--- config.mk ---
export PLATFORM = sky130hd
export DESIGN_NAME = decimal_column_bit_packer_core_flat
export DESIGN_NICKNAME = d
export VERILOG_FILES = /design/src/hw/rtl/dcbp_pkg.sv /design/src/hw/rtl/dcbp_in_if.sv /design/src/hw/rtl/dcbp_out_if.sv /design/src/hw/rtl/decimal_column_bit_packer_core.sv /design/src/hw/rtl/dcbp_step.sv /design/src/hw/rtl/dcbp_outbuf.sv /design/src/flat_wrapper.sv
export VERILOG_INCLUDE_DIRS = /design/src /design/src/hw/rtl
export SDC_FILE = /design/constraint.sdc
export NUM_CORES = 1
export LEC_CHECK = 0
export BUFFER_PORTS_ARGS = -buffer_cell sky130_fd_sc_hd__buf_4
export CAP_MARGIN = 20
export CORE_MARGIN = 1
export CORE_UTILIZATION = 55
export CTS_CLUSTER_DIAMETER = 60
export DETAILED_ROUTE_END_ITERATION = 8
export PLACE_DENSITY = 0.83
export SYNTH_ARGS = -nofsm -noshare
export SYNTH_HDL_FRONTEND = slang
export SYNTH_HIERARCHICAL = 1
export SYNTH_SLANG_ARGS = --single-unit
--- constraint.sdc ---
create_clock -name clk_i -period 8 [get_ports clk_i]
set_input_delay 2.4 -clock clk_i [delete_from_list [all_inputs] [get_ports clk_i]]
set_output_delay 2.4 -clock clk_i [all_outputs]
set_load 0.02 [all_outputs]
--- src/hw/rtl/decimal_column_bit_packer_core_defines.svh ---
// Assertion macros for the decimal column bit packer.
`ifndef DECIMAL_COLUMN_BIT_PACKER_CORE_DEFINES_SVH
`define DECIMAL_COLUMN_BIT_PACKER_CORE_DEFINES_SVH

`ifndef SYNTHESIS
// Checked only out of reset.
`define DCBP_ASSERT(name, clk, rstn, prop, msg) \
  name: assert property (@(posedge clk) disable iff (!rstn) prop) else $error(msg);
// Checked at every edge, reset included.
`define DCBP_ASSERT_ALWAYS(name, clk, prop, msg) \
  name: assert property (@(posedge clk) prop) else $error(msg);
`else
`define DCBP_ASSERT(name, clk, rstn, prop, msg)
`define DCBP_ASSERT_ALWAYS(name, clk, prop, msg)
`endif

`endif

--- src/hw/rtl/dcbp_pkg.sv ---
// Types and constants shared by the decimal column bit packer.
`timescale 1ns / 1ps
`default_nettype none

package dcbp_pkg;

  typedef enum logic [1:0] {
    PH_LEN  = 2'd0,
    PH_DEF  = 2'd1,
    PH_EXP  = 2'd2,
    PH_PAIR = 2'd3
  } phase_e;

  typedef enum logic [2:0] {
    ST_OK        = 3'd0,
    ST_LEN_HIGH  = 3'd1,
    ST_DEF_NZ    = 3'd2,
    ST_PAIR_HIGH = 3'd3,
    ST_LEN_LOW   = 3'd4,
    ST_TRUNC     = 3'd5
  } status_e;

  localparam logic [7:0] EXP_EMPTY = 8'h80;
  localparam logic [7:0] LEN_MAX   = 8'd15;
  localparam logic [7:0] LEN_MIN   = 8'd2;
  localparam logic [7:0] PAIR_MAX  = 8'd127;
  localparam logic [3:0] LEN_EMPTY = 4'd2;

  typedef struct packed {
    phase_e     phase;
    logic [3:0] held_length;
    logic [3:0] digits_left;
    logic [6:0] bit_buffer;   // pending bits, right aligned
    logic [2:0] bit_fill;
    logic [13:0] byte_count;
    logic       dropping;
  } row_state_t;

  localparam row_state_t ROW_IDLE = '{
    phase:       PH_LEN,
    held_length: 4'd0,
    digits_left: 4'd0,
    bit_buffer:  7'd0,
    bit_fill:    3'd0,
    byte_count:  14'd0,
    dropping:    1'b0
  };

  typedef struct packed {
    logic [7:0]  packed_byte;
    logic [2:0]  status;
    logic        out_last;
    logic [13:0] packed_count;
  } result_t;

  // Up to three words produced by one input byte, slot 0 first.
  typedef struct packed {
    result_t [2:0] res;
    logic [1:0]    n;
  } bundle_t;

endpackage

`default_nettype wire

--- src/hw/rtl/dcbp_in_if.sv ---
// Input channel: one unpacked column-area byte per word.
`timescale 1ns / 1ps
`default_nettype none

interface dcbp_in_if;
  logic       valid;
  logic       ready;
  logic [7:0] in_byte;
  logic       in_last;

  modport source (output valid, output in_byte, output in_last, input ready);
  modport sink   (input valid, input in_byte, input in_last, output ready);
endinterface

`default_nettype wire

--- src/hw/rtl/dcbp_out_if.sv ---
// Output channel: one packed byte or status word per word.
`timescale 1ns / 1ps
`default_nettype none

interface dcbp_out_if;
  logic        valid;
  logic        ready;
  logic [7:0]  packed_byte;
  logic [2:0]  status;
  logic        out_last;
  logic [13:0] packed_count;

  modport source (output valid, output packed_byte, output status, output out_last,
                  output packed_count, input ready);
  modport sink   (input valid, input packed_byte, input status, input out_last,
                  input packed_count, output ready);
endinterface

`default_nettype wire

--- src/hw/rtl/decimal_column_bit_packer_core.sv ---
// Decimal column bit packer top level.
//
// Input channel in_i takes one byte of a row's variable-column area per word,
// with in_last marking the row's final byte. Output channel out_o gives the
// packed bitstream one byte per word, MSB first, followed or replaced by a
// status word on an error; out_last marks the row's final word and
// packed_count then holds the row total.
// A byte passes from the input register through the combinational step into
// the result buffer. A byte yields up to three words; the buffer hands out one
// word per cycle while the receiver is ready, so the block takes one byte per
// cycle while each byte yields at most one word; a byte with more words waits
// in the input register until the buffer's last held word leaves.
// While the receiver stalls, the held words stay put and the input register
// keeps its byte; in_i.ready stays high while that byte yields no words.
// After an error, bytes are taken and dropped up to the next in_last.
// Reset clears the row state, the input valid flag and the result buffer count.
`timescale 1ns / 1ps
`default_nettype none

`include "decimal_column_bit_packer_core_defines.svh"

module decimal_column_bit_packer_core import dcbp_pkg::*; #(
  parameter int unsigned ROW_BYTES_MAX = 8192
) (
  input  logic       clk_i,
  input  logic       rst_ni,
  dcbp_in_if.sink    in_i,
  dcbp_out_if.source out_o
);

  localparam logic [13:0] CountCap =
      (ROW_BYTES_MAX < 16383) ? 14'(ROW_BYTES_MAX) : 14'h3FFF;

  logic       in_valid_q;
  logic [7:0] in_byte_q;
  logic       in_last_q;
  row_state_t state_q, state_d;
  bundle_t    bundle;
  logic       can_load;
  logic       advance;
  logic       load;

  assign advance  = in_valid_q && ((bundle.n == 2'd0) || can_load);
  assign load     = advance && (bundle.n != 2'd0);
  assign in_i.ready = !in_valid_q || advance;

  always_ff @(posedge clk_i or negedge rst_ni) begin
    if (!rst_ni) begin
      in_valid_q <= 1'b0;
      state_q    <= ROW_IDLE;
    end else begin
      if (in_i.ready) begin
        in_valid_q <= in_i.valid;
      end
      if (advance) begin
        state_q <= state_d;
      end
    end
  end

  always_ff @(posedge clk_i) begin
    if (in_i.valid && in_i.ready) begin
      in_byte_q <= in_i.in_byte;
      in_last_q <= in_i.in_last;
    end
  end

  dcbp_step u_step (
    .state_i     (state_q),
    .byte_i      (in_byte_q),
    .last_i      (in_last_q),
    .count_cap_i (CountCap),
    .state_o     (state_d),
    .bundle_o    (bundle)
  );

  dcbp_outbuf u_outbuf (
    .clk_i      (clk_i),
    .rst_ni     (rst_ni),
    .load_i     (load),
    .bundle_i   (bundle),
    .can_load_o (can_load),
    .out_o      (out_o)
  );

  `DCBP_ASSERT_ALWAYS(a_drop_clean, clk_i, !state_q.dropping || (state_q.phase == PH_LEN && state_q.bit_fill == 3'd0 && state_q.byte_count == 14'd0), "dropping with live row state")
  `DCBP_ASSERT(a_last_has_word, clk_i, rst_ni, (in_valid_q && in_last_q && !state_q.dropping) |-> (bundle.n != 2'd0), "row end without closing word")
  `DCBP_ASSERT(a_row_end_clears, clk_i, rst_ni, (advance && in_last_q) |=> (state_q.phase == PH_LEN && state_q.byte_count == 14'd0 && !state_q.dropping), "row state not cleared")

endmodule

`default_nettype wire

--- src/hw/rtl/dcbp_step.sv ---
// Per-byte parse and bit-packing logic: next row state and the words of one byte.
`timescale 1ns / 1ps
`default_nettype none

module dcbp_step import dcbp_pkg::*; (
  input  row_state_t  state_i,
  input  logic [7:0]  byte_i,
  input  logic        last_i,
  input  logic [13:0] count_cap_i,
  output row_state_t  state_o,
  output bundle_t     bundle_o
);

  function automatic logic [13:0] sat_inc(input logic [13:0] x, input logic [13:0] cap);
    logic [13:0] r;
    r = (x < cap) ? x + 14'd1 : x;
    return r;
  endfunction

  status_e     err;
  row_state_t  nxt;
  logic [3:0]  nbits;
  logic [11:0] vbits;
  logic [7:0]  pair_val;
  logic [18:0] acc;
  logic [4:0]  tot;
  logic [1:0]  nb;
  logic [2:0]  rem;
  logic [7:0]  byte0, byte1, flush;
  logic [6:0]  new_buf;
  logic [13:0] c1, c2, c3, c_nb, c_nb1;
  logic        has_extra;
  result_t     extra;
  result_t [2:0] res;

  // hi * 10 + lo
  assign pair_val = 8'({byte_i[7:4], 3'b000}) + 8'({byte_i[7:4], 1'b0}) + 8'(byte_i[3:0]);

  always_comb begin
    err   = ST_OK;
    nxt   = state_i;
    nbits = 4'd0;
    vbits = 12'd0;
    case (state_i.phase)
      PH_LEN: begin
        if (byte_i > LEN_MAX) begin
          err = ST_LEN_HIGH;
        end else if (byte_i < LEN_MIN) begin
          err = ST_LEN_LOW;
        end else begin
          nxt.held_length = byte_i[3:0];
          nxt.phase       = PH_DEF;
        end
      end
      PH_DEF: begin
        if (byte_i != 8'd0) begin
          err = ST_DEF_NZ;
        end else begin
          nxt.phase = PH_EXP;
        end
      end
      PH_EXP: begin
        if (state_i.held_length == LEN_EMPTY && byte_i == EXP_EMPTY) begin
          nbits     = 4'd4;    // empty column packs to a single zero nibble
          nxt.phase = PH_LEN;
        end else begin
          nbits           = 4'd12;
          vbits           = {state_i.held_length, byte_i};
          nxt.digits_left = state_i.held_length - LEN_EMPTY;
          nxt.phase       = (nxt.digits_left != 4'd0) ? PH_PAIR : PH_LEN;
        end
      end
      PH_PAIR: begin
        if (pair_val > PAIR_MAX) begin
          err = ST_PAIR_HIGH;
        end else begin
          nbits           = 4'd7;
          vbits           = 12'(pair_val[6:0]);
          nxt.digits_left = state_i.digits_left - 4'd1;
          if (nxt.digits_left == 4'd0) begin
            nxt.phase = PH_LEN;
          end
        end
      end
      default: begin
        err = ST_OK;
      end
    endcase
    if (err == ST_OK && last_i && nxt.phase != PH_LEN) begin
      err = ST_TRUNC;
    end
  end

  // Bit accumulator: at most 7 pending plus 12 new bits.
  always_comb begin
    acc     = (19'(state_i.bit_buffer) << nbits) | 19'(vbits);
    tot     = 5'(state_i.bit_fill) + 5'(nbits);
    nb      = tot[4:3];
    rem     = tot[2:0];
    byte0   = 8'(acc >> (tot - 5'd8));
    byte1   = 8'(acc >> (tot - 5'd16));
    new_buf = 7'(acc) & 7'((8'd1 << rem) - 8'd1);
    flush   = 8'(15'(new_buf) << (4'd8 - 4'(rem)));
  end

  always_comb begin
    c1    = sat_inc(state_i.byte_count, count_cap_i);
    c2    = sat_inc(c1, count_cap_i);
    c3    = sat_inc(c2, count_cap_i);
    c_nb  = (nb == 2'd0) ? state_i.byte_count : ((nb == 2'd1) ? c1 : c2);
    c_nb1 = (nb == 2'd0) ? c1 : ((nb == 2'd1) ? c2 : c3);
  end

  always_comb begin
    has_extra = (err != ST_OK) || (last_i && (rem != 3'd0 || nb == 2'd0));
    extra     = '0;
    if (err != ST_OK) begin
      extra.status       = err;
      extra.out_last     = 1'b1;
      extra.packed_count = c_nb;
    end else if (rem != 3'd0) begin
      extra.packed_byte  = flush;
      extra.out_last     = 1'b1;
      extra.packed_count = c_nb1;
    end else begin
      // last byte with nothing to emit: empty closing word
      extra.out_last     = 1'b1;
      extra.packed_count = state_i.byte_count;
    end

    res    = '0;
    res[0] = '{packed_byte: byte0, status: ST_OK, out_last: 1'b0, packed_count: c1};
    res[1] = '{packed_byte: byte1, status: ST_OK, out_last: 1'b0, packed_count: c2};
    if (has_extra) begin
      res[nb] = extra;
    end else if (last_i && nb != 2'd0) begin
      res[nb - 2'd1].out_last = 1'b1;
    end

    bundle_o.res = res;
    bundle_o.n   = nb + 2'(has_extra);
    state_o      = ROW_IDLE;
    if (state_i.dropping) begin
      bundle_o.n        = 2'd0;
      state_o.dropping  = !last_i;
    end else if (err != ST_OK) begin
      state_o.dropping  = !last_i;
    end else if (!last_i) begin
      state_o            = nxt;
      state_o.bit_buffer = new_buf;
      state_o.bit_fill   = rem;
      state_o.byte_count = c_nb;
    end
  end

endmodule

`default_nettype wire

--- src/hw/rtl/dcbp_outbuf.sv ---
// Result buffer: holds a byte's words, handing out one per cycle while ready.
`timescale 1ns / 1ps
`default_nettype none

`include "decimal_column_bit_packer_core_defines.svh"

module dcbp_outbuf import dcbp_pkg::*; (
  input  logic              clk_i,
  input  logic              rst_ni,
  input  logic              load_i,
  input  bundle_t           bundle_i,
  output logic              can_load_o,
  dcbp_out_if.source        out_o
);

  logic [1:0]    cnt_d, cnt_q;
  result_t [2:0] slot_d, slot_q;
  logic          pop;

  assign pop        = out_o.valid && out_o.ready;
  // refill when empty, or when the last held word leaves this cycle
  assign can_load_o = (cnt_q == 2'd0) || (cnt_q == 2'd1 && pop);

  always_comb begin
    cnt_d  = cnt_q;
    slot_d = slot_q;
    if (load_i) begin
      cnt_d  = bundle_i.n;
      slot_d = bundle_i.res;
    end else if (pop) begin
      cnt_d     = cnt_q - 2'd1;
      slot_d[0] = slot_q[1];
      slot_d[1] = slot_q[2];
    end
  end

  always_ff @(posedge clk_i or negedge rst_ni) begin
    if (!rst_ni) begin
      cnt_q <= 2'd0;
    end else begin
      cnt_q <= cnt_d;
    end
  end

  always_ff @(posedge clk_i) begin
    slot_q <= slot_d;
  end

  assign out_o.valid        = (cnt_q != 2'd0);
  assign out_o.packed_byte  = slot_q[0].packed_byte;
  assign out_o.status       = slot_q[0].status;
  assign out_o.out_last     = slot_q[0].out_last;
  assign out_o.packed_count = slot_q[0].packed_count;

  `DCBP_ASSERT(a_load_when_free, clk_i, rst_ni, load_i |-> ((cnt_q == 2'd0) || (cnt_q == 2'd1 && pop)), "load into busy buffer")
  `DCBP_ASSERT(a_load_nonempty, clk_i, rst_ni, load_i |-> (bundle_i.n != 2'd0), "empty bundle loaded")
  `DCBP_ASSERT(a_pop_shifts, clk_i, rst_ni, (pop && !load_i && cnt_q == 2'd2) |=> (cnt_q == 2'd1), "pop lost count")

endmodule

`default_nettype wire

--- src/flat_wrapper.sv ---
// flat-port wrapper written by rule: the top's interface ports become plain ports
module decimal_column_bit_packer_core_flat import dcbp_pkg::*;
#(
  parameter int unsigned ROW_BYTES_MAX = 8192
)
  (clk_i, rst_ni, in_i_valid, in_i_in_byte, in_i_in_last, in_i_ready, out_o_valid, out_o_packed_byte, out_o_status, out_o_out_last, out_o_packed_count, out_o_ready);
  dcbp_in_if in_i_i ();
  dcbp_out_if out_o_i ();
  input  logic clk_i;
  input  logic rst_ni;
  input wire logic [$bits(in_i_i.valid)-1:0] in_i_valid;
  input wire logic [$bits(in_i_i.in_byte)-1:0] in_i_in_byte;
  input wire logic [$bits(in_i_i.in_last)-1:0] in_i_in_last;
  output wire logic [$bits(in_i_i.ready)-1:0] in_i_ready;
  output wire logic [$bits(out_o_i.valid)-1:0] out_o_valid;
  output wire logic [$bits(out_o_i.packed_byte)-1:0] out_o_packed_byte;
  output wire logic [$bits(out_o_i.status)-1:0] out_o_status;
  output wire logic [$bits(out_o_i.out_last)-1:0] out_o_out_last;
  output wire logic [$bits(out_o_i.packed_count)-1:0] out_o_packed_count;
  input wire logic [$bits(out_o_i.ready)-1:0] out_o_ready;
  assign in_i_i.valid = in_i_valid;
  assign in_i_i.in_byte = in_i_in_byte;
  assign in_i_i.in_last = in_i_in_last;
  assign in_i_ready = in_i_i.ready;
  assign out_o_valid = out_o_i.valid;
  assign out_o_packed_byte = out_o_i.packed_byte;
  assign out_o_status = out_o_i.status;
  assign out_o_out_last = out_o_i.out_last;
  assign out_o_packed_count = out_o_i.packed_count;
  assign out_o_i.ready = out_o_ready;
  decimal_column_bit_packer_core #(.ROW_BYTES_MAX(ROW_BYTES_MAX)) u_core (.clk_i(clk_i), .rst_ni(rst_ni), .in_i(in_i_i), .out_o(out_o_i));
endmodule
==> results.cfg, run 1 <==
[outcome]
status = finished clean

[global_route]
antenna_found_initial = 0
grt_overflow = 0
grt_max_degree = 85
grt_pass1_wl_mm = 55.9
grt_pass1_vias = 9936
grt.busiest_layer = met2
grt_use_met2_pct = 57.2
grt_usage_pct = 34.0
use_met1_pct = 43.4
grt_use_met3_pct = 4.53

[final_layout]
areaGrowthSynthToFinish_pct = 12.2
final_common_cell = nor2_1
seqCellArea_um2 = 3570
final_cell_area_um2 = 13000
final_cell_mix = 142 x nor2_1, 117 x buf_4, 115 x nand2_1, 87 x edfxtp_1, 73 x a21oi_1
n_antenna_cell = 0
multi_input_comb_area_um2 = 7370
final_nets = 1412
fillers = 1722
drive_gt1_share_pct = 23.7

[clock_tree]
ctsHoldBuffers = 0
clkTransAtPathRegs_ps = 60
cts.sinks = 125
clk_root_buffer_cell = clkbuf_16
htree_levels = 4
tritoncts = done
cts_inserted_buffers = 17
insertion_delay_ps = 440
cts_buffer_depth = 2

[detailed_routing]
viasPerCell = 6.32
wl_per_cell_um = 22.5
drc = 0
final_antenna_net_count = 0
first_pass_iters = 6
drt-total-wl_mm = 36.1
dr_total_vias = 10200
first_iter_violations = 1052

[setup_path]
critPathMaxStageDelay_ps = 490
critPathRequiredTime_ps = 5600
cpMostUsedCell = ha_1
cp.depth = 24
critical_path_class = reg -> out
critPathArrivalTime_ps = 5330
crit_slowest_cell = fa_1
reg2reg_depth = 30
path_max_fanout = 12
path_delay_family = adder cells
crit_buf_inv = 5
start_kind = flip-flop
path_cells = fa_1 -> ha_1 -> a21o_1 -> a21oi_2 -> o21bai_1 -> nand2_2 -> nand3_1 -> inv_1 -> buf_6 -> ha_1 -> fa_1 -> inv_1 -> ha_1 -> ha_1 -> nand2_1 -> nand2_1 -> nand2_2 -> ha_1 -> xnor2_1 -> nor2_2 -> o21ai_2 -> nor2_2 -> inv_1 -> buf_4
cp-end-kind = output port

[logic_synthesis]
synthFlopType = edfxtp_1
yosysWarnings = 6
synth_async_sr_flop_share_pct = 30.4
synth_top_family_by_area = compound AO/OA/AOI/OAI gates
synth_edf_count = 87
seq_area_frac_synth_pct = 30.9
synthesis.area_um2 = 11500
synth-simple-area-share_pct = 16.9
ys_types = 103
synthMuxAreaShare_pct = 14.1
synth_compound_area_share_pct = 18.6
synthCells = 1267
ys_ff_latch = 125
synth_fa_ha_area_share_pct = 8.32
synth_xor_area_share_pct = 4.71
synth_area_per_cell_um2 = 9.11

[die]
num_rows = 52
boundaryPins = 41
die_y_um = 147
start_util_pct = 56.5
core_um2 = 20400
dieWidth_um = 147
design.die.area_um2 = 21600

[placement]
dp_hpwl_mm = 26.5
place_area_um2 = 12300
place.gp.congestion = 0.994
port_buffers = 40
place_ws_ps = 162

[run]
cap_violations = 0

[sta]
worstMarginPinSlew_ps = 1060
hold_viol_final = 0
setup-violations-final = 0
setup_slack_ps = 266
finalCritPeriodShare_pct = 96.7
slew_headroom_pct = 29.1
min_period_ps = 7730
skew_ps = 19.9
drv_slew = 0
max_freq_mhz = 129

[hold_path]
hold_path_class = reg -> reg
holdPathStages = 1

[pwr]
p_leak_nw = 5.25
cellPowerDensity_nw_per_um2 = 201
vdd_ir_drop_max_mv = 0.214
flip-flops by register name, indices dropped and copies added (netlist names):
signal / flops
u_core/u_outbuf/slot_q: 52
u_core/state_q: 35
u_core/u_outbuf/out_o.packed_count: 14
u_core/in_byte_q: 8
u_core/u_outbuf/out_o.packed_byte: 8
u_core/u_outbuf/out_o.status: 3
u_core/u_outbuf/cnt_q: 2
u_core/in_last_q: 1
u_core/in_valid_q: 1
u_core/u_outbuf/out_o.out_last: 1
cell families (layout without fill, tap and decap cells):
family / after synthesis / after routing
AND/OR/NAND/NOR: 413 / 413
flip-flops: 125 / 125
multiplexers: 135 / 135
AO/OA/AOI/OAI: 305 / 305
buffers and inverters: 154 / 210
XOR/XNOR: 58 / 58
other: 2 / 16
adder cells (fa/ha/maj): 75 / 75
report_power, final:
part	switching, mW	internal (mW)	leakage (nW)
Clock	0.330	0.434	0.276
Combinational	0.478	0.335	3.61
Sequential	0.0674	0.964	1.36
cells in the mapped netlist, types with 4 or more instances:
| cell | n | area share [%] |
|---|---|---|
| o221ai_1 | 4 | 0.30 |
| a22o_1 | 12 | 0.91 |
| o2111ai_1 | 4 | 0.30 |
| xnor2_1 | 41 | 3.1 |
| a31oi_1 | 11 | 0.60 |
| xor2_1 | 13 | 0.99 |
| buf_6 | 4 | 0.39 |
| ha_1 | 72 | 7.8 |
| mux2_4 | 30 | 3.9 |
| a21o_1 | 14 | 0.91 |
| a211oi_1 | 9 | 0.59 |
| buf_1 | 7 | 0.23 |
| nand2_1 | 117 | 3.8 |
| nor4_1 | 8 | 0.43 |
| nor2b_1 | 10 | 0.54 |
| nand3_1 | 23 | 1.0 |
| a22oi_1 | 10 | 0.65 |
| inv_1 | 53 | 1.7 |
| o21ai_0 | 67 | 2.9 |
| o22ai_1 | 11 | 0.60 |
| a221o_1 | 4 | 0.35 |
| dfrtp_1 | 38 | 8.2 |
| nor2_1 | 147 | 4.8 |
| nor3_1 | 29 | 1.3 |
| a21oi_1 | 75 | 3.3 |
| nand2b_1 | 5 | 0.27 |
| o31ai_1 | 6 | 0.39 |
| o21ai_1 | 6 | 0.26 |
| mux2_2 | 71 | 6.9 |
| buf_4 | 26 | 1.7 |
| o21a_1 | 5 | 0.33 |
| o211ai_1 | 14 | 0.91 |
| inv_2 | 5 | 0.16 |
| nand4_1 | 14 | 0.76 |
| mux2i_1 | 30 | 2.6 |
| and3_1 | 6 | 0.33 |
| a221oi_1 | 5 | 0.38 |
| clkbuf_1 | 51 | 1.7 |
| and2_1 | 12 | 0.65 |
| or2_2 | 5 | 0.27 |
| edfxtp_1 | 87 | 23 |
| or3_1 | 5 | 0.27 |
final cells by class:
cell class | count | share of cell area, %
Multi-Input combinational cell | 1002 | 56.9
Sequential cell | 125 | 27.5
Inverter | 60 | 1.74
Clock buffer | 18 | 3.31
Tap cell | 270 | 2.61
Timing Repair Buffer | 118 | 6.87
Clock inverter | 14 | 1.04
worst register-to-register path, delay by kind of cell, from the launching register on:
family | cells | cell delay [ps]
DFF | 1 | 430
AOI/OAI and AO/OA | 13 | 3300
buffers and inverters | 2 | 270
muxes | 2 | 410
adders and majority gates | 3 | 650
xor gates and xnor gates | 2 | 450
and+or+nand+nor | 8 | 1990
path summary, 6_finish.rpt:
| kind | from | end | slack [ps] |
|---|---|---|---|
| worst max-delay path | u_core/in_byte_q[6] | in_i_ready | 270 |
| worst min-delay path | u_core/state_q[15] | u_core/state_q[15] | 530 |
| worst max register to register | u_core/state_q[9] | u_core/u_outbuf/slot_q[38] | 370 |
| worst min register to register | u_core/state_q[15] | u_core/state_q[15] | 530 |
| max in group asynchronous | rst_ni | u_core/state_q[4] | 5570 |
| min in group asynchronous | rst_ni | u_core/state_q[2] | 1980 |
stage by stage:
stage	util, %	instances	total power, mW	setup TNS (ps)	hold slack [ps]
6_report	63.4	1607	2.61	0	527
5_1_grt	63.4	1607	2.71	-9.47	536
4_1_cts	62.8	1601	2.60	0	522
3_5_place_dp	60.0	1569	1.83	0	504
3_3_place_gp	60.0	1569	1.80	0	507
2_1_floorplan	-	1281	1.67	-22.7	486
layer usage:
layer	part of all wire, %	up-vias	wire length (µm)
met1	41	4806	14800
met2	48	532	17200
li1	-	4721	-
met5	0	-	0
met3	7.1	92	2560
met4	4.2	0	1530
timing repair:
item,in CTS,in global routing
endpoints found under the hold margin,0,0
endpoints found under the setup margin,1,27
setup buffers,0,6
cloned,0,0
resized for setup,2,21
pin swaps,0,3
No activity file was read; power rests on OpenSTA's default activity.
==> run 2, diff against run 1 <==
==> constraint.sdc (replaced) <==
create_clock -name clk_i -period 8 [get_ports clk_i]
set_input_delay 2.4 -clock clk_i [delete_from_list [all_inputs] [get_ports clk_i]]
set_output_delay 2.4 -clock clk_i [all_outputs]
set_load 0.01 [all_outputs]
==> run 2 against run 1 <==
Effect of this change: non-clock buffer count rose by 6; via count rose by 0.75%; clock skew fell by 2.9 ps; critical path depth rose by 6; sequential power barely moved; cell area rose by 0.69%; sequential share of layout area fell by 0.20 points.
==> results.cfg, run 2 (synthesis gave the netlist of run 1 again) <==
[sta]
worstMarginPinSlew_ps = 964
whs_ps = 540
fin_tns_setup_ps = 0
min_period_ps = 7620
drv_slew = 0
finalCritPeriodShare_pct = 95.2
slew_headroom_pct = 35.5
max_freq_mhz = 131
skew_ps = 17.0
grt_setup_unrepaired = false
setup-violations-final = 0
hold_viol_final = 0

[detailed_routing]
dr_total_vias = 10200
wl_per_cell_um = 22.2
drc = 0
final_antenna_net_count = 0
first_iter_violations = 1048
viasPerCell = 6.34
drt-total-wl_mm = 35.7
first_pass_iters = 5

[run]
cap_violations = 0

[clock_tree]
cts_inserted_buffers = 17
ctsHoldBuffers = 0
htree_levels = 4
clkTransAtPathRegs_ps = 60
tritoncts = done
clk_root_buffer_cell = clkbuf_16
cts.sinks = 125
insertion_delay_ps = 430
cts_buffer_depth = 2

[global_route]
grt_usage_pct = 33.5
grt_pass1_wl_mm = 55.1
grt_max_degree = 79
grt_overflow = 0
grt_pass1_vias = 9670
antenna_found_initial = 0

[setup_path]
reg2reg_depth = 30
r2r_setup_slack_ps = 380
critPathRequiredTime_ps = 8180
critical_path_class = reg -> reg
critPathMaxStageDelay_ps = 420
r2r_start = u_core/state_q[9]
critPathArrivalTime_ps = 7800
cpMostUsedCell = ha_1
path_max_fanout = 7
r2r_end = u_core/u_outbuf/slot_q[37]
start_kind = flip-flop
crit_slowest_cell = dfrtp_2
cp-end-kind = flip-flop

[pwr]
cellPowerDensity_nw_per_um2 = 197
vdd_ir_drop_max_mv = 0.274
p_leak_nw = 5.29

[placement]
place.gp.congestion = 1.00
port_buffers = 40
dp_hpwl_mm = 26.9

[final_layout]
seqCellArea_um2 = 3560
fillers = 1720
final_cell_mix = 143 x nor2_1, 123 x buf_4, 115 x nand2_1, 87 x edfxtp_1, 73 x a21oi_1
n_antenna_cell = 0
final_common_cell = nor2_1
top_register = u_core/u_outbuf/slot_q
multi_input_comb_area_um2 = 7380
areaGrowthSynthToFinish_pct = 13.0
largest_reg_flops = 52
post-route-util_pct = 63.8
drive_gt1_share_pct = 24.1
final_nets = 1418

[die]
die_y_um = 147
num_rows = 52
dieWidth_um = 147
design.die.area_um2 = 21600
core_um2 = 20400
start_util_pct = 56.5
boundaryPins = 41

[hold_path]
holdPathEnd = u_core/u_outbuf/slot_q[45]
hold_path_class = reg -> reg
holdPathStages = 1
hold_path.startpoint = u_core/u_outbuf/slot_q[71]

[outcome]
status = finished clean
## run 2: cell count changes in the layout (fill, tap and decap cells not counted), moves of 2 or more
cell	delta
inv_8	+5
clkinv_4	-3
clkinv_2	-2
buf_4	+6
## run 2: worst max-delay path: cells and delay by family, from the launching register on
kind	cells	cell delay, ps
XOR/XNOR	2	440
adder cells (fa/ha/maj)	3	740
AO/OA/AOI/OAI	11	2700
buffers and inverters	1	150
multiplexers	1	290
AND/OR/NAND/NOR	12	2610
flip-flops	1	420
## run 2: what timing repair did
| action | in CTS | in global routing |
|---|---|---|
| resized for setup | 1 | 22 |
| endpoints found under the setup margin | 1 | 20 |
| pin swaps | 0 | 6 |
| buffers inserted | 0 | 6 |
## run 2: how the worst max path moves through the flow
stage                                    from                                     end  slack [ps]  cells after the start
after floorplan           u_core/in_byte_q[3]                              in_i_ready          20                     25
after global placement      u_core/state_q[9]              u_core/u_outbuf/slot_q[38]         180                     29
after detailed placement    u_core/state_q[9]              u_core/u_outbuf/slot_q[38]         110                     29
after CTS                 u_core/in_byte_q[4]                              in_i_ready          40                     24
after global routing       u_core/state_q[14]  u_core/u_outbuf/out_o.packed_count[12]          30                     31
final                       u_core/state_q[9]              u_core/u_outbuf/slot_q[37]         380                     30
## run 2: area by class of cell
cell class,count,share of cell area [%]
repair buffers,124,7.17
clock inverters,15,1.30
flip-flops and latches,125,27.3
inverters,60,1.73
well taps,270,2.59
clock buffers,17,3.26
multi-input cells,1002,56.6
## run 2: power by group
part | switching [mW] | leakage [nW] | internal [mW]
clock network | 0.348 | 0.288 | 0.446
logic | 0.415 | 3.64 | 0.333
registers | 0.0659 | 1.36 | 0.963
total | 0.829 | 5.29 | 1.74
## run 2: stage by stage
stage | power [mW] | setup slack [ps] | instances | cell area, µm²
detailed placement | 1.77 | 107 | 1574 | 12300
floorplan | 1.61 | 22.9 | 1281 | 11600
global placement | 1.74 | 178 | 1574 | 12300
finish | 2.57 | 381 | 1613 | 13000
global route | 2.67 | 29.1 | 1613 | 13000
CTS | 2.57 | 39.7 | 1606 | 12900
## run 2: per-layer routing
metal	vias to the layer above	global-route usage, %	routed length [µm]
met5	-	0	0
met3	92	4.69	2480
li1	4728	-	-
met1	4909	43.6	14800
met4	0	17.0	1650
met2	498	54.5	16800
